==> src/hdl/lcdt_pkg.sv <==
`default_nettype none

package lcdt_pkg;

    typedef enum logic [1:0] {
        MODE_HBLANK = 2'd0,
        MODE_VBLANK = 2'd1,
        MODE_SCAN   = 2'd2,
        MODE_XFER   = 2'd3
    } mode_t;

    // Configuration register indexes.
    localparam logic [1:0] REG_LCD_ENABLE   = 2'd0;
    localparam logic [1:0] REG_STAT_ENABLES = 2'd1;
    localparam logic [1:0] REG_LINE_COMPARE = 2'd2;

    localparam int unsigned CFG_INDEX_W = 2;
    localparam int unsigned CFG_DATA_W  = 8;

    localparam logic [7:0] QUIRK_LINE  = 8'd153;
    localparam logic [8:0] QUIRK_DOT   = 9'd4;
    localparam logic [7:0] OAM_ENTRIES = 8'd40;

    typedef struct packed {
        mode_t       mode;
        logic [8:0]  line_dots;
        logic [16:0] frame_dots;
        logic [7:0]  line;
        logic        stat_high;
        logic        pend;
    } state_t;

    localparam state_t STATE_CLEAR = '{
        mode:       MODE_HBLANK,
        line_dots:  9'd0,
        frame_dots: 17'd0,
        line:       8'd0,
        stat_high:  1'b0,
        pend:       1'b0
    };

    typedef struct packed {
        logic [3:0] stat_enables;
        logic [7:0] line_compare;
    } cfg_t;

    typedef struct packed {
        logic [1:0] mode;
        logic [7:0] line;
        logic [8:0] line_dot;
        logic       sprite_fetch;
        logic [5:0] sprite_index;
        logic       scanline_start;
        logic       vblank_irq;
        logic       stat_irq;
        logic       frame_done;
        logic       hblank_start;
        logic       vram_blocked;
        logic       oam_blocked;
    } result_t;

    // Level of the OR of the enabled status sources for a given mode and line.
    function automatic logic stat_now(input mode_t m, input logic [7:0] ln, input cfg_t c);
        logic lvl;
        lvl = (c.stat_enables[3] && (ln == c.line_compare))
            || ((m == MODE_HBLANK) && c.stat_enables[0])
            || ((m == MODE_VBLANK) && c.stat_enables[1])
            || ((m == MODE_SCAN) && c.stat_enables[2]);
        return lvl;
    endfunction

endpackage

`default_nettype wire

==> src/hdl/lcdt_in_if.sv <==
`default_nettype none

interface lcdt_in_if;
    logic valid;
    logic ready;
    logic line_end;

    modport source (output valid, output line_end, input ready);
    modport sink (input valid, input line_end, output ready);
endinterface

`default_nettype wire

==> src/hdl/lcdt_out_if.sv <==
`default_nettype none

interface lcdt_out_if;
    logic       valid;
    logic       ready;
    logic [1:0] mode;
    logic [7:0] line;
    logic [8:0] line_dot;
    logic       sprite_fetch;
    logic [5:0] sprite_index;
    logic       scanline_start;
    logic       vblank_irq;
    logic       stat_irq;
    logic       frame_done;
    logic       hblank_start;
    logic       vram_blocked;
    logic       oam_blocked;

    modport source (
        output valid, output mode, output line, output line_dot, output sprite_fetch,
        output sprite_index, output scanline_start, output vblank_irq, output stat_irq,
        output frame_done, output hblank_start, output vram_blocked, output oam_blocked,
        input ready
    );
    modport sink (
        input valid, input mode, input line, input line_dot, input sprite_fetch,
        input sprite_index, input scanline_start, input vblank_irq, input stat_irq,
        input frame_done, input hblank_start, input vram_blocked, input oam_blocked,
        output ready
    );
endinterface

`default_nettype wire

==> src/hdl/lcdt_step.sv <==
`default_nettype none

module lcdt_step #(
    parameter int LINE_DOTS     = 456,
    parameter int SCAN_DOTS     = 80,
    parameter int VISIBLE_LINES = 144,
    parameter int TOTAL_LINES   = 154
) (
    input  lcdt_pkg::state_t  st,
    input  lcdt_pkg::cfg_t    cfg,
    input  logic              line_end,
    output lcdt_pkg::state_t  nxt,
    output lcdt_pkg::result_t res
);
    import lcdt_pkg::*;

    localparam logic [8:0]  LINE_END  = 9'(LINE_DOTS);
    localparam logic [8:0]  SCAN_END  = 9'(SCAN_DOTS);
    localparam logic [16:0] VIS_END   = 17'(VISIBLE_LINES * LINE_DOTS);
    localparam logic [16:0] FRAME_END = 17'(TOTAL_LINES * LINE_DOTS);

    logic [8:0]  ld_inc;
    logic [16:0] fd_inc;
    logic        fetch;

    assign ld_inc = st.line_dots + 9'd1;
    assign fd_inc = st.frame_dots + 17'd1;
    assign fetch  = (st.mode == MODE_SCAN) && !st.line_dots[0]
                    && (st.line_dots[8:1] < OAM_ENTRIES);

    // The status sources are sampled after every mode or line change in a dot, in order.
    // Each sample is compared with the one before it, and any rising edge raises the pulse.
    always_comb
    begin
        logic prev;
        logic lvl;
        logic sirq;
        logic sstart;
        logic hstart;
        logic vbl;

        nxt            = st;
        nxt.pend       = 1'b0;
        nxt.line_dots  = ld_inc;
        nxt.frame_dots = fd_inc;
        prev           = st.stat_high;
        lvl            = 1'b0;
        sirq           = st.pend;
        sstart         = 1'b0;
        hstart         = 1'b0;
        vbl            = 1'b0;

        case (st.mode)
            MODE_SCAN:
            begin
                if (ld_inc >= SCAN_END)
                begin
                    nxt.mode = MODE_XFER;
                    lvl      = stat_now(MODE_XFER, nxt.line, cfg);
                    sirq     = sirq | (lvl & ~prev);
                    prev     = lvl;
                    sstart   = 1'b1;
                end
            end
            MODE_XFER:
            begin
                if (line_end)
                begin
                    nxt.mode = MODE_HBLANK;
                    lvl      = stat_now(MODE_HBLANK, nxt.line, cfg);
                    sirq     = sirq | (lvl & ~prev);
                    prev     = lvl;
                    hstart   = 1'b1;
                end
            end
            MODE_HBLANK:
            begin
                if (ld_inc >= LINE_END)
                begin
                    nxt.mode      = MODE_SCAN;
                    lvl           = stat_now(MODE_SCAN, nxt.line, cfg);
                    sirq          = sirq | (lvl & ~prev);
                    prev          = lvl;
                    nxt.line_dots = 9'd0;
                    nxt.line      = nxt.line + 8'd1;
                    lvl           = stat_now(MODE_SCAN, nxt.line, cfg);
                    sirq          = sirq | (lvl & ~prev);
                    prev          = lvl;
                end
                if (fd_inc >= VIS_END)
                begin
                    nxt.mode = MODE_VBLANK;
                    lvl      = stat_now(MODE_VBLANK, nxt.line, cfg);
                    sirq     = sirq | (lvl & ~prev);
                    prev     = lvl;
                    vbl      = 1'b1;
                end
            end
            default:
            begin
                if (ld_inc >= LINE_END)
                begin
                    nxt.line_dots = 9'd0;
                    nxt.line      = nxt.line + 8'd1;
                    lvl           = stat_now(MODE_VBLANK, nxt.line, cfg);
                    sirq          = sirq | (lvl & ~prev);
                    prev          = lvl;
                end
                // The last line reads back as line zero a few dots into it.
                if ((nxt.line == QUIRK_LINE) && (nxt.line_dots == QUIRK_DOT))
                begin
                    nxt.line = 8'd0;
                    lvl      = stat_now(MODE_VBLANK, nxt.line, cfg);
                    sirq     = sirq | (lvl & ~prev);
                    prev     = lvl;
                end
                if (fd_inc >= FRAME_END)
                begin
                    nxt.mode       = MODE_SCAN;
                    lvl            = stat_now(MODE_SCAN, nxt.line, cfg);
                    sirq           = sirq | (lvl & ~prev);
                    prev           = lvl;
                    nxt.frame_dots = 17'd0;
                    nxt.line       = 8'd0;
                end
            end
        endcase

        nxt.stat_high = prev;

        res.mode           = nxt.mode;
        res.line           = nxt.line;
        res.line_dot       = nxt.line_dots;
        res.sprite_fetch   = fetch;
        res.sprite_index   = fetch ? st.line_dots[6:1] : 6'd0;
        res.scanline_start = sstart;
        res.vblank_irq     = vbl;
        res.stat_irq       = sirq;
        res.frame_done     = vbl;
        res.hblank_start   = hstart;
        res.vram_blocked   = (nxt.mode == MODE_XFER);
        res.oam_blocked    = (nxt.mode == MODE_XFER) || (nxt.mode == MODE_SCAN);
    end

endmodule

`default_nettype wire

==> src/hdl/lcd_dot_timing_mode_controller_core.sv <==
// Channel   Role   Payload                                        Transfer when
// dot       sink   line_end                                       dot.valid && dot.ready
// result    source mode, line, line_dot, sprite and irq fields    result.valid && result.ready
// cfg       write  cfg_index, cfg_data                            cfg_we
//
// One dot per clock unless stalled: a dot is taken in the cycle it arrives while dot.ready is
// high, and its result is registered for the next cycle, so the sustained rate is one dot per
// cycle while result.ready is high. The single result register holds each result; dot.ready
// stays high while the result register is empty or is being emptied in the same cycle.
// Reset clears the counters, the mode and the configuration; the display starts off.
`default_nettype none

module lcd_dot_timing_mode_controller_core #(
    parameter int LINE_DOTS     = 456,
    parameter int SCAN_DOTS     = 80,
    parameter int VISIBLE_LINES = 144,
    parameter int TOTAL_LINES   = 154
) (
    input  logic                                clk,
    input  logic                                rst_n,
    lcdt_in_if.sink                             dot,
    lcdt_out_if.source                          result,
    input  logic                                cfg_we,
    input  logic [lcdt_pkg::CFG_INDEX_W-1:0]    cfg_index,
    input  logic [lcdt_pkg::CFG_DATA_W-1:0]     cfg_data
);
    import lcdt_pkg::*;

    logic    lcd_enable_reg;
    logic    lcd_enable_next;
    cfg_t    cfg_reg;
    cfg_t    cfg_next;
    state_t  st_reg;
    state_t  st_next;
    state_t  step_nxt;
    result_t step_res;
    result_t res_reg;
    logic    out_valid_reg;
    logic    accept;

    lcdt_step #(
        .LINE_DOTS     (LINE_DOTS),
        .SCAN_DOTS     (SCAN_DOTS),
        .VISIBLE_LINES (VISIBLE_LINES),
        .TOTAL_LINES   (TOTAL_LINES)
    ) u_step (
        .st       (st_reg),
        .cfg      (cfg_reg),
        .line_end (dot.line_end),
        .nxt      (step_nxt),
        .res      (step_res)
    );

    assign dot.ready = !out_valid_reg || result.ready;
    assign accept    = dot.valid && dot.ready;

    always_comb
    begin
        logic lvl;

        lcd_enable_next = lcd_enable_reg;
        cfg_next        = cfg_reg;
        st_next         = st_reg;
        lvl             = 1'b0;

        if (cfg_we)
        begin
            case (cfg_index)
                REG_LCD_ENABLE:
                begin
                    lcd_enable_next = cfg_data[0];
                    if (!cfg_data[0])
                    begin
                        st_next = STATE_CLEAR;
                    end
                    else if (!lcd_enable_reg)
                    begin
                        // Switching on enters OAM scan; an edge found here is
                        // reported with the next dot.
                        st_next.mode      = MODE_SCAN;
                        lvl               = stat_now(MODE_SCAN, st_reg.line, cfg_reg);
                        st_next.stat_high = lvl;
                        st_next.pend      = st_reg.pend | (lvl & ~st_reg.stat_high);
                    end
                end
                REG_STAT_ENABLES: cfg_next.stat_enables = cfg_data[3:0];
                REG_LINE_COMPARE: cfg_next.line_compare = cfg_data[7:0];
                default:          cfg_next = cfg_reg;
            endcase
        end
        else if (accept && lcd_enable_reg)
        begin
            st_next = step_nxt;
        end
    end

    always_ff @(posedge clk or negedge rst_n)
    begin
        if (!rst_n)
        begin
            lcd_enable_reg <= 1'b0;
            cfg_reg        <= '0;
            st_reg         <= STATE_CLEAR;
            out_valid_reg  <= 1'b0;
        end
        else
        begin
            lcd_enable_reg <= lcd_enable_next;
            cfg_reg        <= cfg_next;
            st_reg         <= st_next;
            if (accept)
            begin
                out_valid_reg <= 1'b1;
            end
            else if (result.ready)
            begin
                out_valid_reg <= 1'b0;
            end
        end
    end

    // A disabled display reports an all-zero result for every dot.
    always_ff @(posedge clk)
    begin
        if (accept)
        begin
            res_reg <= lcd_enable_reg ? step_res : '0;
        end
    end

    assign result.valid          = out_valid_reg;
    assign result.mode           = res_reg.mode;
    assign result.line           = res_reg.line;
    assign result.line_dot       = res_reg.line_dot;
    assign result.sprite_fetch   = res_reg.sprite_fetch;
    assign result.sprite_index   = res_reg.sprite_index;
    assign result.scanline_start = res_reg.scanline_start;
    assign result.vblank_irq     = res_reg.vblank_irq;
    assign result.stat_irq       = res_reg.stat_irq;
    assign result.frame_done     = res_reg.frame_done;
    assign result.hblank_start   = res_reg.hblank_start;
    assign result.vram_blocked   = res_reg.vram_blocked;
    assign result.oam_blocked    = res_reg.oam_blocked;

endmodule

`default_nettype wire
==> src/flat_wrapper.sv <==
// flat-port wrapper written by rule: the top's interface ports become plain ports
module lcd_dot_timing_mode_controller_core_flat import lcdt_pkg::*;
#(
    parameter int LINE_DOTS     = 456,
    parameter int SCAN_DOTS     = 80,
    parameter int VISIBLE_LINES = 144,
    parameter int TOTAL_LINES   = 154
)
  (clk, rst_n, cfg_we, cfg_index, cfg_data, dot_valid, dot_line_end, dot_ready, result_valid, result_mode, result_line, result_line_dot, result_sprite_fetch, result_sprite_index, result_scanline_start, result_vblank_irq, result_stat_irq, result_frame_done, result_hblank_start, result_vram_blocked, result_oam_blocked, result_ready);
  lcdt_in_if dot_i ();
  lcdt_out_if result_i ();
  input  logic clk;
  input  logic rst_n;
  input  logic cfg_we;
  input  logic [lcdt_pkg::CFG_INDEX_W-1:0] cfg_index;
  input  logic [lcdt_pkg::CFG_DATA_W-1:0] cfg_data;
  input wire logic [$bits(dot_i.valid)-1:0] dot_valid;
  input wire logic [$bits(dot_i.line_end)-1:0] dot_line_end;
  output wire logic [$bits(dot_i.ready)-1:0] dot_ready;
  output wire logic [$bits(result_i.valid)-1:0] result_valid;
  output wire logic [$bits(result_i.mode)-1:0] result_mode;
  output wire logic [$bits(result_i.line)-1:0] result_line;
  output wire logic [$bits(result_i.line_dot)-1:0] result_line_dot;
  output wire logic [$bits(result_i.sprite_fetch)-1:0] result_sprite_fetch;
  output wire logic [$bits(result_i.sprite_index)-1:0] result_sprite_index;
  output wire logic [$bits(result_i.scanline_start)-1:0] result_scanline_start;
  output wire logic [$bits(result_i.vblank_irq)-1:0] result_vblank_irq;
  output wire logic [$bits(result_i.stat_irq)-1:0] result_stat_irq;
  output wire logic [$bits(result_i.frame_done)-1:0] result_frame_done;
  output wire logic [$bits(result_i.hblank_start)-1:0] result_hblank_start;
  output wire logic [$bits(result_i.vram_blocked)-1:0] result_vram_blocked;
  output wire logic [$bits(result_i.oam_blocked)-1:0] result_oam_blocked;
  input wire logic [$bits(result_i.ready)-1:0] result_ready;
  assign dot_i.valid = dot_valid;
  assign dot_i.line_end = dot_line_end;
  assign dot_ready = dot_i.ready;
  assign result_valid = result_i.valid;
  assign result_mode = result_i.mode;
  assign result_line = result_i.line;
  assign result_line_dot = result_i.line_dot;
  assign result_sprite_fetch = result_i.sprite_fetch;
  assign result_sprite_index = result_i.sprite_index;
  assign result_scanline_start = result_i.scanline_start;
  assign result_vblank_irq = result_i.vblank_irq;
  assign result_stat_irq = result_i.stat_irq;
  assign result_frame_done = result_i.frame_done;
  assign result_hblank_start = result_i.hblank_start;
  assign result_vram_blocked = result_i.vram_blocked;
  assign result_oam_blocked = result_i.oam_blocked;
  assign result_i.ready = result_ready;
  lcd_dot_timing_mode_controller_core #(.LINE_DOTS(LINE_DOTS), .SCAN_DOTS(SCAN_DOTS), .VISIBLE_LINES(VISIBLE_LINES), .TOTAL_LINES(TOTAL_LINES)) u_core (.clk(clk), .rst_n(rst_n), .dot(dot_i), .result(result_i), .cfg_we(cfg_we), .cfg_index(cfg_index), .cfg_data(cfg_data));
endmodule
==> config.mk <==
export PLATFORM = sky130hd
export DESIGN_NAME = lcd_dot_timing_mode_controller_core_flat
export DESIGN_NICKNAME = d
export VERILOG_FILES = /design/src/hdl/lcdt_pkg.sv /design/src/hdl/lcdt_in_if.sv /design/src/hdl/lcdt_out_if.sv /design/src/hdl/lcdt_step.sv /design/src/hdl/lcd_dot_timing_mode_controller_core.sv /design/src/flat_wrapper.sv
export SDC_FILE = /design/constraint.sdc
export NUM_CORES = 1
export LEC_CHECK = 0
export BUFFER_PORTS_ARGS = -buffer_cell sky130_fd_sc_hd__buf_2
export CAP_MARGIN = 20
export CORE_MARGIN = 10
export CORE_UTILIZATION = 62
export CTS_BUF_LIST = sky130_fd_sc_hd__clkbuf_4
export CTS_CLUSTER_DIAMETER = 40
export CTS_CLUSTER_SIZE = 28
export DETAILED_ROUTE_END_ITERATION = 10
export GPL_TIMING_DRIVEN = 0
export PLACE_DENSITY = 0.91
export SLEW_MARGIN = 20
export SYNTH_ARGS = -nofsm -noshare
export SYNTH_HDL_FRONTEND = slang
export SYNTH_HIERARCHICAL = 1
export SYNTH_SLANG_ARGS = --single-unit
==> constraint.sdc <==
create_clock -name clk -period 3.9 [get_ports clk]
set_clock_uncertainty 0.2 [all_clocks]
set_input_delay 0.195 -clock clk [delete_from_list [all_inputs] [get_ports clk]]
set_output_delay 0.195 -clock clk [all_outputs]
set_load 0.01 [all_outputs]
==> impl_metrics.csv <==
group,metric,value,unit
status,status,"complete, no violations",
power_and_ir_drop,leakage,2.74,nW
synth,synthCells,599,
critical_path,crit_family,"compound AO/OA/AOI/OAI gates",
clock_tree,cts_buffers,9,
floorplan,ioPinCount,51,
critical_path,cp-end-kind,"register",
finish,fillCellCount,641,
sta,fin_tns_setup,0,ns
routing,firstDrtPassIters,7,
sta,finalSetupViolCount,0,
floorplan,fp.coreArea,8810,sq um
sta,worst_pin_slew,0.814,ns
floorplan,die_x,116,microns
sta,rsz0062_at_grt,"yes",
critical_path,critPathMaxFanout,9,
global_routing,grt_pass1_wl,22900,microns
finish,seq_area,2290,sq um
global_routing,grt.overflow.total,0,
placement,place.port_buffers,50,
critical_path,required,4.07,ns
global_routing,gr-usage-all-layers,21.2,%
sta,final_max_slew_viol_count,0,
synth,ys_ff_latch,85,
synth,yosys_most_used_dff,"dfrtp_1",
critical_path,crit_type,"register to register",
finish,diodes,0,
finish,largest_reg_flops,38,
finish,multi_input_area,3090,sq um
critical_path,r2r_slack,0.17,ns
critical_path,r2r-start,"u_core/st_reg[27]$_DFFE_PN0P_",
clock_tree,cts_tree,"built",
global_routing,grt_pass1_vias,4604,
sta,hold_viol,0,
critical_path,start_kind,"register",
critical_path,cp.buffers_inverters,0,
run,max_cap_viol_count,0,
worst_hold_path,min_path_type,"input port to register",
floorplan,die-area,13300,sq um
synth,synth_area_per_cell,9.45,sq um
routing,drtIter0Drc,511,
worst_hold_path,holdCritStartpoint,"cfg_we",
critical_path,timing.rr.end,"u_core/st_reg[1]$_DFFE_PN0P_",
critical_path,reg2regPathDepth,11,
routing,vias,5001,
floorplan,row_count,34,
sta,fmax,0.268,GHz
global_routing,grt_max_degree,53,
synth,syn_nets,620,
worst_hold_path,hold_end,"u_core/st_reg[1]$_DFFE_PN0P_",
critical_path,arrival,3.90,ns
routing,detail-route-antenna-nets,0,
clock_tree,htree_levels,3,
critical_path,critical-path-max-stage-delay,0.51,ns
clock_tree,cts.sinks,85,
sta,whs,0.0624,ns
critical_path,path_cells,"ha_1 > nand3b_1 > or4_1 > a21oi_4 > mux2i_1 > nand3_1 > o41ai_2 > a221oi_1 > a211oi_1 > o21ai_0 > a31oi_1",
synth,yosys_warnings,6,
clock_tree,clock-root-buffer,"clkbuf_4",
worst_hold_path,hold_depth,5,
placement,place.gp.congestion,0.960,
synth,async_flop_share,61.2,%
power_and_ir_drop,ir_drop,0.238,mV
finish,layout-drive-gt1-share,21.5,%
critical_path,cp_slowest_cell,"dfrtp_2",
finish,syn_to_final_growth,13.3,%
floorplan,start_util,64.3,%
routing,wl_per_cell,18.4,microns
routing,routed_wl,14500,microns
power_and_ir_drop,pwr_density_cell,322,nW/um^2
clock_tree,clk_latency,0.45,ns
global_routing,antenna_found_initial,0,
synth,syn-cell-area,5660,sq um
placement,hpwlAfterDp,10700,microns
clock_tree,clock_path_buffers,2,
synth,ys_seq_area_share,40.5,%
synth,synth_edf_count,33,
sta,period_needed,3.73,ns
routing,drc,0,
clock_tree,clkTransAtPathRegs,0.14,ns
synth,synth_cell_types,77,
sta,period_share,95.6,%
sta,relSlewSlack,45.3,%
finish,fin_nets,695,
routing,viasPerCell,6.35,
floorplan,die_h,116,microns
-- metrics by stage --
step                      worst slack [ns]  utilization, %  instances  cell area, sq um  total power [mW]
after floorplan                      0.486               -        599              5660              1.43
after CTS                           0.0732            72.0        786              6340              2.05
after global placement              0.0637            68.6        757              6040              1.54
final                                0.170            72.8        787              6410              2.06
after detailed placement            0.0222            69.1        758              6080              1.58
after global routing              -0.00528            72.8        787              6410              2.17
-- cell usage after synthesis (10+ instances only) --
| cell | instances | share of area, % |
|---|---|---|
| a22o_1 | 34 | 5.3 |
| xnor2_1 | 23 | 3.6 |
| buf_4 | 24 | 3.2 |
| clkbuf_1 | 19 | 1.3 |
| nand3_1 | 15 | 1.3 |
| a21oi_1 | 10 | 0.88 |
| and2_1 | 45 | 5.0 |
| nor2b_1 | 10 | 1.1 |
| nor2_1 | 60 | 4.0 |
| nor3_1 | 17 | 1.5 |
| edfxtp_1 | 33 | 18 |
| inv_1 | 13 | 0.86 |
| buf_2 | 11 | 0.97 |
| xor2_1 | 21 | 3.3 |
| nand2_1 | 32 | 2.1 |
| dfrtp_1 | 52 | 23 |
| o21ai_0 | 22 | 1.9 |
| mux2_2 | 14 | 2.8 |
-- how the worst max path moves through the flow --
stage,startpoint,end,slack (ns),depth (start not counted)
final,u_core/st_reg[27]$_DFFE_PN0P_,u_core/st_reg[1]$_DFFE_PN0P_,0.17,11
after global placement,u_core/st_reg[10]$_DFFE_PN0P_,u_core/result.line[3]$_SDFFCE_PN0P_,0.06,11
after global routing,u_core/st_reg[28]$_DFFE_PN0P_,u_core/st_reg[1]$_DFFE_PN0P_,-0.005,11
after floorplan,u_core/st_reg[10]$_DFFE_PN0P_,u_core/result.line[6]$_SDFFCE_PN0P_,0.49,11
after CTS,u_core/st_reg[27]$_DFFE_PN0P_,u_core/result.stat_irq$_SDFFCE_PN0P_,0.07,11
after detailed placement,u_core/st_reg[27]$_DFFE_PN0P_,u_core/st_reg[1]$_DFFE_PN0P_,0.02,11
-- worst reg2reg max path: cells and delay by family, from the launching register on --
| kind | cells | cell delay [ns] |
|---|---|---|
| compound gates | 6 | 1.50 |
| fa+ha+maj | 1 | 0.32 |
| simple gates | 3 | 0.89 |
| mux | 1 | 0.25 |
| flops | 1 | 0.51 |
-- metal layers --
metal	share of wire [%]	GRT usage [%]	vias up	wire, microns
met3	9.3	3.82	27	1350
met2	45	32.9	276	6540
met4	1.8	7.43	0	264
met1	44	29.3	2368	6340
li1	-	-	2330	-
met5	0	0	-	0
-- cell type report --
type	instances	share of cell area (%)
clock buffers	9	1.05
well taps	108	2.11
multi-input cells	446	48.2
flip-flops and latches	85	35.8
inverters	14	0.820
clock inverters	7	0.898
repair buffers	64	6.36
plain buffers	54	4.80
-- cell families after synthesis --
kind of cell,count (synthesis),synth area share [%]
adder cells (fa/ha/maj),5,1.11
AO/OA/AOI/OAI,141,18.7
multiplexers,16,3.14
XOR/XNOR,44,6.81
flip-flops,85,40.5
AND/OR/NAND/NOR,239,23.3
buffers and inverters,68,6.35
other,1,0.0663
-- placed cells by master, fill, tap and decap left out, types with 8 or more instances in the layout --
cell           count
edfxtp_1          33
mux2_2            14
a22o_1            34
a21oi_1           10
nor2_1            58
dfrtp_1           50
nand3_1           15
and2_1            45
o21ai_0           22
nor3_1            16
xnor2_1           23
nor2b_1           10
xor2_1            21
dlygate4sd3_1     12
clkbuf_4           9
nand2_1           31
inv_1             13
buf_2             60
clkbuf_1          18
and3_1             8
buf_4             26
-- where the power goes --
| group | leakage, nW | switching (mW) | internal, mW |
|---|---|---|---|
| combinational | 1.67 | 0.265 | 0.220 |
| clock | 0.0648 | 0.339 | 0.140 |
| sequential | 1.01 | 0.0955 | 1.00 |
| total | 2.74 | 0.700 | 1.36 |
-- timing repair --
| item | 4_1_cts | 5_1_grt |
|---|---|---|
| endpoints found under the setup margin | 3 | 10 |
| gates resized for setup | 2 | 15 |
| gates cloned | 0 | 0 |
| endpoints found under the hold margin | 66 | 0 |
| setup buffers | 0 | 1 |
| pin swaps | 0 | 1 |
| hold buffers | 12 | 0 |
No activity file was read; power rests on OpenSTA's default activity.
